==> src/rtl/core/glu_pkg.sv <==
`default_nettype none

package glu_pkg;

    // Q4.12 element format
    localparam int DATA_W = 16;
    localparam int FRAC_W = 12;

    // sigmoid table: 16 equal segments over the full input range
    localparam int SEG_N  = 16;
    localparam int SEG_W  = 4;
    localparam int OFF_W  = DATA_W - SEG_W;
    localparam int ROM_N  = SEG_N + 1;
    localparam int ROM_AW = 5;

    // internal widths
    localparam int SIG_W  = FRAC_W;       // s(a) lies in [1, 4095]
    localparam int DY_W   = 10;           // largest step between table entries is 946
    localparam int DRV_W  = 11;           // s*(1-s) never exceeds 1024
    localparam int WIDE_W = 20;           // rescaled products before saturation

    typedef logic signed [DATA_W-1:0] t_data;
    typedef logic [SIG_W-1:0]         t_sig;
    typedef t_sig                     t_rom [ROM_N];

    // sigmoid at breakpoints x = -8 .. +8, rounded to nearest at 12 fraction bits
    localparam t_rom SIG_ROM = '{
        12'd1,    12'd4,    12'd10,   12'd27,   12'd74,   12'd194,
        12'd488,  12'd1102, 12'd2048, 12'd2994, 12'd3608, 12'd3902,
        12'd4022, 12'd4069, 12'd4086, 12'd4092, 12'd4095
    };

    localparam logic signed [WIDE_W-1:0] SAT_HI = WIDE_W'(2 ** (DATA_W - 1) - 1);
    localparam logic signed [WIDE_W-1:0] SAT_LO = WIDE_W'(-(2 ** (DATA_W - 1)));

    // fields that ride along with the gate value through the sigmoid stages
    typedef struct packed {
        logic  func;
        t_data lin;
        t_data grad;
    } t_side;

    // beat between the sigmoid and the gradient units
    typedef struct packed {
        t_sig  s;
        t_side side;
    } t_sig_beat;

    // result beat
    typedef struct packed {
        logic  gvld;
        t_data lin_grad;
        t_data out_gate;
    } t_res;

    function automatic t_data sat_data(input logic signed [WIDE_W-1:0] v);
        logic signed [WIDE_W-1:0] c;
        c = v;
        if (v > SAT_HI) begin
            c = SAT_HI;
        end else if (v < SAT_LO) begin
            c = SAT_LO;
        end
        return c[DATA_W-1:0];
    endfunction

endpackage

`default_nettype wire

==> src/rtl/core/glu_sigmoid.sv <==
`default_nettype none

module glu_sigmoid
    import glu_pkg::*;
(
    input  wire logic      i_clk,
    input  wire logic      i_rst_n,
    input  wire logic      i_valid,
    output logic           o_ready,
    input  wire t_data     i_gate,
    input  wire t_side     i_side,
    output logic           o_valid,
    input  wire logic      i_ready,
    output t_sig_beat      o_beat
);

    // stage A: table lookup
    logic                r_a_vld;
    t_sig                r_a_y0;
    logic [DY_W-1:0]     r_a_dy;
    logic [OFF_W-1:0]    r_a_off;
    t_side               r_a_side;

    // stage B: interpolation
    logic                r_b_vld;
    t_sig                r_b_s;
    t_side               r_b_side;

    logic                a_rdy;
    logic                b_rdy;
    logic [DATA_W-1:0]   u;
    logic [ROM_AW-1:0]   idx0;
    logic [ROM_AW-1:0]   idx1;
    t_sig                y0;
    t_sig                y1;
    logic [DY_W-1:0]     n_dy;
    logic [DY_W+OFF_W-1:0] interp;
    t_sig                n_s;

    // per-stage ready: a stage moves when it is empty or its successor moves
    assign b_rdy   = !r_b_vld || i_ready;
    assign a_rdy   = !r_a_vld || b_rdy;
    assign o_ready = a_rdy;

    // offset-binary input: top bits pick the segment, the rest is the offset
    assign u    = {~i_gate[DATA_W-1], i_gate[DATA_W-2:0]};
    assign idx0 = {1'b0, u[DATA_W-1 -: SEG_W]};
    assign idx1 = idx0 + ROM_AW'(1);
    assign y0   = SIG_ROM[idx0];
    assign y1   = SIG_ROM[idx1];
    assign n_dy = DY_W'(y1 - y0);

    // table is increasing, so the floor of the slope term is a plain shift
    assign interp = r_a_dy * r_a_off;
    assign n_s    = r_a_y0 + SIG_W'(interp >> OFF_W);

    always_ff @(posedge i_clk) begin
        if (!i_rst_n) begin
            r_a_vld <= 1'b0;
            r_b_vld <= 1'b0;
        end else begin
            if (a_rdy) begin
                r_a_vld <= i_valid;
            end
            if (b_rdy) begin
                r_b_vld <= r_a_vld;
            end
        end
    end

    always_ff @(posedge i_clk) begin
        if (a_rdy && i_valid) begin
            r_a_y0   <= y0;
            r_a_dy   <= n_dy;
            r_a_off  <= u[OFF_W-1:0];
            r_a_side <= i_side;
        end
        if (b_rdy && r_a_vld) begin
            r_b_s    <= n_s;
            r_b_side <= r_a_side;
        end
    end

    assign o_valid     = r_b_vld;
    assign o_beat.s    = r_b_s;
    assign o_beat.side = r_b_side;

`ifndef ASSERT_OFF
    // the interpolated sigmoid never reaches zero
    a_sig_nonzero: assert property (@(posedge i_clk) disable iff (!i_rst_n)
        r_b_vld |-> (r_b_s != '0))
        else $error("sigmoid output is zero");

    // a stalled lookup beat is kept, not dropped
    a_stage_a_hold: assert property (@(posedge i_clk) disable iff (!i_rst_n)
        (r_a_vld && !b_rdy) |=> r_a_vld)
        else $error("stage A beat lost under stall");
`endif

endmodule

`default_nettype wire

==> src/rtl/core/glu_grad.sv <==
`default_nettype none

module glu_grad
    import glu_pkg::*;
(
    input  wire logic       i_clk,
    input  wire logic       i_rst_n,
    input  wire logic       i_first_layer,
    input  wire logic       i_valid,
    output logic            o_ready,
    input  wire t_sig_beat  i_beat,
    output logic            o_valid,
    input  wire logic       i_ready,
    output t_res            o_res
);

    // stage C: products with s(a) and g*b
    logic                       r_c_vld;
    logic                       r_c_func;
    logic signed [WIDE_W-1:0]   r_c_fwd;
    logic signed [WIDE_W-1:0]   r_c_lg;
    logic signed [WIDE_W-1:0]   r_c_gb;
    logic [DRV_W-1:0]           r_c_d;

    // stage D: gate gradient, saturation and result select
    logic                       r_d_vld;
    t_res                       r_d_res;

    logic                       c_rdy;
    logic                       d_rdy;
    logic signed [SIG_W:0]      s_ext;
    logic [SIG_W:0]             comp_w;
    logic [2*SIG_W-1:0]         dprod;
    logic signed [SIG_W+DATA_W:0] fwd_p;
    logic signed [SIG_W+DATA_W:0] lg_p;
    logic signed [2*DATA_W-1:0] gb_p;
    logic signed [WIDE_W+DRV_W:0] gg_p;
    logic signed [WIDE_W-1:0]   gg;
    t_res                       n_res;

    assign d_rdy   = !r_d_vld || i_ready;
    assign c_rdy   = !r_c_vld || d_rdy;
    assign o_ready = c_rdy;

    // stage C products, each rescaled with floor rounding
    assign s_ext  = $signed({1'b0, i_beat.s});
    assign comp_w = (SIG_W + 1)'(2 ** FRAC_W) - {1'b0, i_beat.s};
    assign dprod  = i_beat.s * comp_w[SIG_W-1:0];
    assign fwd_p  = s_ext * i_beat.side.lin;
    assign lg_p   = s_ext * i_beat.side.grad;
    assign gb_p   = i_beat.side.grad * i_beat.side.lin;

    // stage D: (g*b) * s'(a)
    assign gg_p = r_c_gb * $signed({1'b0, r_c_d});
    assign gg   = WIDE_W'(gg_p >>> FRAC_W);

    always_comb begin
        n_res = '0;
        if (!r_c_func) begin
            n_res.out_gate = sat_data(r_c_fwd);
        end else if (!i_first_layer) begin
            n_res.out_gate = sat_data(gg);
            n_res.lin_grad = sat_data(r_c_lg);
            n_res.gvld     = 1'b1;
        end
    end

    always_ff @(posedge i_clk) begin
        if (!i_rst_n) begin
            r_c_vld <= 1'b0;
            r_d_vld <= 1'b0;
        end else begin
            if (c_rdy) begin
                r_c_vld <= i_valid;
            end
            if (d_rdy) begin
                r_d_vld <= r_c_vld;
            end
        end
    end

    always_ff @(posedge i_clk) begin
        if (c_rdy && i_valid) begin
            r_c_func <= i_beat.side.func;
            r_c_fwd  <= WIDE_W'(fwd_p >>> FRAC_W);
            r_c_lg   <= WIDE_W'(lg_p >>> FRAC_W);
            r_c_gb   <= WIDE_W'(gb_p >>> FRAC_W);
            r_c_d    <= dprod[FRAC_W+DRV_W-1:FRAC_W];
        end
        if (d_rdy && r_c_vld) begin
            r_d_res <= n_res;
        end
    end

    assign o_valid = r_d_vld;
    assign o_res   = r_d_res;

`ifndef ASSERT_OFF
    // derivative term is bounded by one quarter
    a_deriv_range: assert property (@(posedge i_clk) disable iff (!i_rst_n)
        r_c_vld |-> (r_c_d <= DRV_W'(2 ** (FRAC_W - 2))))
        else $error("sigmoid derivative out of range");

    // a forward beat never flags gradients
    a_fwd_no_grad: assert property (@(posedge i_clk) disable iff (!i_rst_n)
        (r_c_vld && d_rdy && !r_c_func) |=> !r_d_res.gvld)
        else $error("forward beat flagged as gradient");

    // without gradients the linear gradient is zero
    a_lg_zero: assert property (@(posedge i_clk) disable iff (!i_rst_n)
        (r_d_vld && !r_d_res.gvld) |-> (r_d_res.lin_grad == '0))
        else $error("linear gradient set without gradient flag");
`endif

endmodule

`default_nettype wire

==> src/rtl/core/glu_activation_fwd_bwd.sv <==
// Gated linear unit with a sigmoid gate, one Q4.12 element pair per beat. Forward
// beats (tuser = 0) return s(a)*b; backward beats (tuser = 1) return g*b*s(a)*(1-s(a))
// and g*s(a) with the gradient flag set, or zeros with the flag clear when first_layer
// is written to 1. The sigmoid is a 16-segment piecewise-linear table lookup. The
// block is a four-stage pipeline (lookup, interpolation, products, gate product with
// saturation) and takes one beat per cycle unless m_axis_tready back-pressure has filled
// all stages. Each stage has its own ready, so input beats keep flowing into empty stages
// while a result waits at the output. Write first_layer only while the pipeline is empty.
`default_nettype none

module glu_activation_fwd_bwd
    import glu_pkg::*;
(
    input  wire logic                   i_clk,
    input  wire logic                   i_rst_n,
    input  wire logic                   i_cfg_we,
    input  wire logic                   i_cfg_wdata,
    input  wire logic                   s_axis_tvalid,
    output logic                        s_axis_tready,
    input  wire logic [3*DATA_W-1:0]    s_axis_tdata,  // gate_value, linear_value, grad_out
    input  wire logic                   s_axis_tuser,  // func
    output logic                        m_axis_tvalid,
    input  wire logic                   m_axis_tready,
    output logic [2*DATA_W-1:0]         m_axis_tdata,  // out_or_gate_grad, linear_grad
    output logic                        m_axis_tuser   // gradient_valid
);

    logic       r_first_layer;
    t_side      side;
    logic       sig_vld;
    logic       sig_rdy;
    t_sig_beat  sig_beat;
    t_res       res;

    // configuration register
    always_ff @(posedge i_clk) begin
        if (!i_rst_n) begin
            r_first_layer <= 1'b0;
        end else if (i_cfg_we) begin
            r_first_layer <= i_cfg_wdata;
        end
    end

    assign side.func = s_axis_tuser;
    assign side.lin  = s_axis_tdata[2*DATA_W-1:DATA_W];
    assign side.grad = s_axis_tdata[3*DATA_W-1:2*DATA_W];

    glu_sigmoid u_sigmoid (
        .i_clk   (i_clk),
        .i_rst_n (i_rst_n),
        .i_valid (s_axis_tvalid),
        .o_ready (s_axis_tready),
        .i_gate  (s_axis_tdata[DATA_W-1:0]),
        .i_side  (side),
        .o_valid (sig_vld),
        .i_ready (sig_rdy),
        .o_beat  (sig_beat)
    );

    glu_grad u_grad (
        .i_clk         (i_clk),
        .i_rst_n       (i_rst_n),
        .i_first_layer (r_first_layer),
        .i_valid       (sig_vld),
        .o_ready       (sig_rdy),
        .i_beat        (sig_beat),
        .o_valid       (m_axis_tvalid),
        .i_ready       (m_axis_tready),
        .o_res         (res)
    );

    assign m_axis_tdata = {res.lin_grad, res.out_gate};
    assign m_axis_tuser = res.gvld;

endmodule

`default_nettype wire
==> config.mk <==
export PLATFORM = sky130hd
export DESIGN_NAME = glu_activation_fwd_bwd
export DESIGN_NICKNAME = d
export VERILOG_FILES = /design/src/rtl/core/glu_pkg.sv /design/src/rtl/core/glu_sigmoid.sv /design/src/rtl/core/glu_grad.sv /design/src/rtl/core/glu_activation_fwd_bwd.sv
export SDC_FILE = /design/constraint.sdc
export NUM_CORES = 2
export LEC_CHECK = 0
export BUFFER_PORTS_ARGS = -buffer_cell sky130_fd_sc_hd__buf_2
export CAP_MARGIN = 25
export CORE_ASPECT_RATIO = 0.75
export CORE_MARGIN = 8
export CORE_UTILIZATION = 37
export CTS_CLUSTER_SIZE = 20
export DETAILED_ROUTE_END_ITERATION = 8
export GPL_ROUTABILITY_DRIVEN = 0
export PLACE_DENSITY = 0.55
export SYNTH_ARGS = -nofsm -noshare
export SYNTH_HDL_FRONTEND = slang
export SYNTH_SLANG_ARGS = --single-unit
==> constraint.sdc <==
create_clock -name i_clk -period 10.7 [get_ports i_clk]
set_input_delay 0.535 -clock i_clk [delete_from_list [all_inputs] [get_ports i_clk]]
set_output_delay 0.535 -clock i_clk [all_outputs]
set_load 0.01 [all_outputs]
## Yosys cells after proc, flatten, opt, wreduce, memory -nomap -nowiden

Memories as Yosys holds them, arrays and structs flattened.
Cells that the tools add are included.

- Bits in registers: 216
- Bits in latches: 0
- RAM bits: 0
- Memory bits (read-only): 768
- Input bits: 55
- Logic and storage cells: 74
- Memories kept: 2

- Add/subtract/negate cells: 4
- $mul: 6
- Divide/modulo/power cells: 0
- Magnitude comparators: 8
- Eq/ne operators: 0
- Shift operators: 0
- Mux-type cells: 12
- Bitwise operators: 4
- Reduce and logical (&&, ||, !) cells: 14

Memories:

| memory | words | width | read ports | clocked after memory_dff | wr ports | line | text |
|---|---|---|---|---|---|---|---|
| (no name shown) | 32 | 12 | 1 | 0 | 0 | glu_sigmoid.sv:49 | `assign y0 = SIG_ROM[idx0];` |
| (no name shown) | 32 | 12 | 1 | 0 | 0 | glu_sigmoid.sv:50 | `assign y1 = SIG_ROM[idx1];` |

Operators with widths:

| cell | number |
|---|---|
| 16-bit two-way mux | 7 |
| 13-bit by 16-bit multiplier with 29-bit output | 2 |
| 17-bit by 16-bit > comparator with 1-bit output, second input constant | 2 |
| 17-bit by 16-bit < comparator with 1-bit output, second input constant | 2 |
| 33-bit two-way mux | 1 |
| 16-bit by 16-bit multiplier with 32-bit output | 1 |
| 20-bit by 12-bit multiplier with 32-bit output | 1 |
| 12-bit two-way mux | 2 |
| 12-bit by 12-bit multiplier with 23-bit output | 1 |
| 10-bit by 12-bit multiplier with 22-bit output | 1 |
| 20-bit by 16-bit > comparator with 1-bit output, second input constant | 1 |
| 20-bit by 16-bit < comparator with 1-bit output, second input constant | 1 |
| 10-bit two-way mux | 2 |
| 12-bit by 10-bit adder with 12-bit output | 1 |
| 6-bit greater-or-equal comparator, second input constant | 2 |
| 1-bit by 12-bit subtractor with 12-bit output, first input constant | 1 |
| 10-bit subtractor | 1 |
| 4-bit inverter with 6-bit output | 1 |
| 5-bit inverter with 6-bit output | 1 |
| 4-bit by 1-bit adder with 5-bit output, second input constant | 1 |
| 1-bit logical AND | 4 |
| 1-bit logical NOT | 4 |
| 1-bit logical OR | 4 |
| 3-bit OR reduction | 1 |
| other kinds (2) | 3 |

## Logic depth before layout (Yosys ltp)

- Word-level depth: 7
- Depth in mapped cells: 31

## Cells and area by module

Synthesis repeated with hierarchy kept, for this count alone.

- Cells, all modules: 4911
- Area total of the unflattened synthesis: 47366.7 µm²

By module, submodules not included:

| module | instances | cells each | area each (µm²) |
|---|---|---|---|
| glu_grad | 1 | 4169 | 38847.3 |
| glu_sigmoid | 1 | 739 | 8483.1 |
| glu_activation_fwd_bwd | 1 | 3 | 36.3 |

## Worst setup path after synthesis

OpenSTA, ideal clock, no wires.

- Kind: reg-to-reg
- From: register u_sigmoid.r_b_s[1]
- To: register u_grad.r_c_d[10], data pin
- Data arrival time: 6.415 ns
- Data required time: 10.440 ns
- Path slack: 4.025 ns
- Cell stages (with the launch flop): 25
- Buffers on the path: 2
- Period minus slack after synthesis: 6.675 ns
- Path through: edfxtp_1 clkbuf_1 clkinv_1 ha_1 nor3b_1 nor3b_1 nor3b_1 nor3b_1 ha_1 clkbuf_1 nand2b_1 fa_1 fa_1 fa_1 fa_1 inv_1 fa_1 ha_1 or2_2 a21oi_1 a21oi_1 a2111oi_0 o31ai_1 a21oi_1 xnor2_1

- Cells in the longest elaborated chain, start to end: 2

RTL lines:

| item | line | text |
|---|---|---|
| start, declared | glu_sigmoid.sv:26 | `t_sig r_b_s;` |
| start signal, assigned | glu_sigmoid.sv:79 | `r_b_s <= n_s;` |
| 1-bit by 12-bit subtractor with 12-bit output | glu_grad.sv:47 | `assign comp_w = (SIG_W + 1)'(2 ** FRAC_W) - {1'b0, i_beat.s};` |
| 12-bit by 12-bit multiplier with 23-bit output * | glu_grad.sv:48 | `assign dprod = i_beat.s * comp_w[SIG_W-1:0];` |
| net u_grad.dprod[22] | glu_grad.sv:33 | `logic [2*SIG_W-1:0] dprod;` |
| end signal, assigned | glu_grad.sv:88 | `r_c_d <= dprod[FRAC_W+DRV_W-1:FRAC_W];` |
| end, declared | glu_grad.sv:23 | `logic [DRV_W-1:0] r_c_d;` |

The timed path passes the listed nets; every way through them passes the cells marked *.
A chain may end at the register's enable or synchronous reset.

## Worst setup path after layout

- From: register u_sigmoid.r_b_s[0]
- To: register u_grad.r_c_d[10], data pin

Same word-level chain as after synthesis.

==> impl_metrics.json <==
{
  "r2r-end": "u_grad.r_c_d[10]$_DFFE_PP_",
  "cap_violations": 0,
  "min_period_ps": 7390,
  "initialDrtViolationCount": 1526,
  "antenna_found_initial": 1,
  "utilization_pct": 39.7,
  "start_util_pct": 37.1,
  "ios": 90,
  "clk_path_buf_depth": 3,
  "rsz0062_at_grt": "no",
  "num_vias": 30500,
  "numClockSinks": 215,
  "cts-resized-gates": 0,
  "wl_um": 111000,
  "hp-start": "s_axis_tdata[23]",
  "synth_common_cells": "1173 x inv_1, 987 x fa_1, 636 x nand2_1",
  "critical_path.endpoint_type": "flip-flop",
  "synth_cell_types": 67,
  "status": "finished clean",
  "grt-ovfl-total": 0,
  "cp_cell_sequence": "inv_2, ha_1, nor3b_1, nor3b_1, nor3b_1, nor3b_1, ha_1, nand2b_1, fa_1, fa_1, fa_1, fa_1, inv_1, fa_1, ha_1, or2_2, a21oi_1, a21oi_1, a2111oi_0, o31ai_1, a21oi_1, xnor2_1",
  "ff2ff_setup_slack_ps": 3310,
  "die_y_um": 324,
  "cts_root_buf": "clkbuf_16",
  "seq_area_frac_synth_pct": 13.7,
  "relSlewSlack_pct": 34.3,
  "synth-edff-count": 210,
  "n_fill_cell": 12400,
  "synth-async-reset-ratio_pct": 0,
  "die_w_um": 426,
  "worstRegToRegCells": 22,
  "tns_ps": 0,
  "ys_top_cells_by_area": "fa_1 42%, edfxtp_1 14%, ha_1 11%, inv_1 9.4%, and2_1 5.5%",
  "fmax_mhz": 135,
  "synthCells": 4836,
  "final_net_count": 6264,
  "worst-setup-path-type": "flip-flop to flip-flop",
  "drive_gt1_share_pct": 4.75,
  "synth-warning-count": 0,
  "synth_area_um2": 46700,
  "dp_hpwl_um": 87800,
  "worstSkewPairLatency_ps": 650,
  "yosysTopAreaCellShare_pct": 42.3,
  "drt-wirelength-per-cell_um": 17.0,
  "start_kind": "flip-flop",
  "worstPathArrival_ps": 7780,
  "drc": 0,
  "critical_path.slowest_cell": "a2111oi_0",
  "cts_max_level": 1,
  "synth_most_common_cell": "inv_1",
  "synth_area_leader_cell": "fa_1",
  "final_max_slew_viol_count": 0,
  "setup_viol": 0,
  "via_per_inst": 4.70,
  "holdPathEnd": "u_sigmoid.r_a_side[23]$_DFFE_PP_",
  "synth_top_flop_cell": "edfxtp_1",
  "track_usage_pct": 16.8,
  "grt_start_max_net_pins": 67,
  "worst_path_most_repeated_cell": "fa_1",
  "hold_viol": 0,
  "grt_pass1_wl_um": 186000,
  "fin_crit_sh_pct": 69.0,
  "cp_max_fo": 14,
  "grt_pass1_vias": 33700,
  "rr_startpoint": "u_sigmoid.r_b_s[0]$_DFFE_PP_",
  "hold_depth": 1,
  "rows": 113,
  "cts_made_buffers": 31,
  "layout.cells.non_filler": 6488,
  "yosys_register_bits": 215,
  "avgSynthCellArea_um2": 9.65,
  "io_buffer_count": 89,
  "ant_nets": 0,
  "syn2layout_area_growth_pct": 7.13,
  "hold_class": "input pin to flip-flop",
  "placed_cells": 6421,
  "cts_tree": "yes",
  "worst_clock_skew_ps": 36.6,
  "path_clk_slew_ps": 80,
  "cp.required_ps": 11100,
  "crit_path_max_incr_delay_ps": 630,
  "die_area_um2": 138000,
  "worst_pin_slew_ps": 986,
  "dr.pass1.iters": 5,
  "core_um2": 126000,
  "synth_nets": 6306
}
per-stage QoR:
step | cell area (µm²) | setup slack [ps] | hold WS, ps
after floorplan | 46700 | 4030 | 400
after global placement | 48800 | 3450 | 401
after detailed placement | 48800 | 3370 | 406
after CTS | 49900 | 3370 | 1.36
after global routing | 50000 | 2820 | 17.4
final | 50000 | 3310 | 67.7
routing by layer:
metal  part of all wire (%)  wire length, µm  global-route usage (%)
met5                  0.012               13                       0
met4                    1.5             1610                    2.35
met3                    4.7             5210                    2.05
met1                     49            54700                    25.0
met2                     44            49100                    27.0
kinds of logic after synthesis:
logic type / synth area share (%)
and+or+nand+nor: 14.5
xor gates and xnor gates: 2.63
muxes: 0.107
DFF: 13.7
buffers and inverters: 11.3
adders and majority gates: 53.8
AOI/OAI and AO/OA: 3.93
worst max-delay path, delay by kind of cell, from the launching register on:
kind            cells  cell delay (ps)
xor+xnor            1               80
fa+ha+maj           8             3270
buf+inv             2              340
simple gates        6             1530
flops               1              620
compound gates      5             1300
layout make-up:
type	instances	area [µm²]	area share, %
multi-input combinational	3219	35000	70.0
tap	1667	2090	4.17
timing repair buffer	152	972	1.94
inverter	1175	4410	8.82
sequential	215	6410	12.8
antenna	2	5.00	0.0100
clock buffer	32	779	1.56
clock inverter	26	325	0.650
cells in the final DEF (no fill, tap or decap), types with 6 or more instances in the layout:
| cell | netlist | routed |
|---|---|---|
| nor2_1 | 112 | 112 |
| nor3b_1 | 6 | 6 |
| xor2_1 | 39 | 39 |
| fa_1 | 987 | 987 |
| o21ai_0 | 41 | 41 |
| inv_1 | 1173 | 1173 |
| xnor2_1 | 101 | 101 |
| clkbuf_16 | 0 | 31 |
| a311o_1 | 15 | 15 |
| and2_1 | 407 | 406 |
| o21bai_1 | 8 | 8 |
| nand3_1 | 17 | 17 |
| buf_2 | 1 | 89 |
| nor3_1 | 21 | 21 |
| nand4_1 | 13 | 13 |
| inv_6 | 0 | 6 |
| o21ai_1 | 9 | 9 |
| o21a_1 | 18 | 18 |
| edfxtp_1 | 210 | 210 |
| ha_1 | 428 | 428 |
| o211ai_1 | 6 | 6 |
| nor2b_1 | 58 | 55 |
| a211oi_1 | 9 | 9 |
| buf_4 | 2 | 57 |
| nand2b_1 | 84 | 84 |
| nand2_1 | 636 | 636 |
| a21o_1 | 33 | 33 |
| a21oi_1 | 88 | 88 |
what timing repair did:
action,4_1_cts,5_1_grt
endpoints found under the hold margin,1,0
buffers inserted,0,0
hold buffers,1,0
sequential cells by signal (all words and copies together) (netlist names):
| signal | cells |
|---|---|
| u_grad.o_res | 33 |
| u_sigmoid.o_beat | 33 |
| u_sigmoid.r_a_side | 33 |
| u_grad.r_c_gb | 20 |
| u_grad.r_c_fwd | 17 |
| u_grad.r_c_lg | 17 |
| u_sigmoid.r_a_off | 12 |
| u_sigmoid.r_b_s | 12 |
| u_grad.r_c_d | 11 |
| u_sigmoid.r_a_y0 | 11 |
| u_sigmoid.r_a_dy | 10 |
| r_first_layer | 1 |
| u_grad.o_valid | 1 |
| u_grad.r_c_func | 1 |
| u_grad.r_c_vld | 1 |
| u_sigmoid.o_valid | 1 |
| u_sigmoid.r_a_vld | 1 |
how the worst max path moves through the flow:
stage                                       startpoint                    endpoint  slack, ps
after floorplan           u_sigmoid.r_b_s[1]$_DFFE_PP_  u_grad.r_c_d[10]$_DFFE_PP_       4030
after CTS                 u_sigmoid.r_b_s[0]$_DFFE_PP_  u_grad.r_c_d[10]$_DFFE_PP_       3370
after global placement    u_sigmoid.r_b_s[0]$_DFFE_PP_  u_grad.r_c_d[10]$_DFFE_PP_       3450
final                     u_sigmoid.r_b_s[0]$_DFFE_PP_  u_grad.r_c_d[10]$_DFFE_PP_       3310
after global routing      u_sigmoid.r_b_s[0]$_DFFE_PP_  u_grad.r_c_d[10]$_DFFE_PP_       2820
after detailed placement  u_sigmoid.r_b_s[0]$_DFFE_PP_  u_grad.r_c_d[10]$_DFFE_PP_       3370
Power is left out: the tool's default activity adds up to more than one toggle a clock period on the data nets, which glitch-free logic cannot reach.
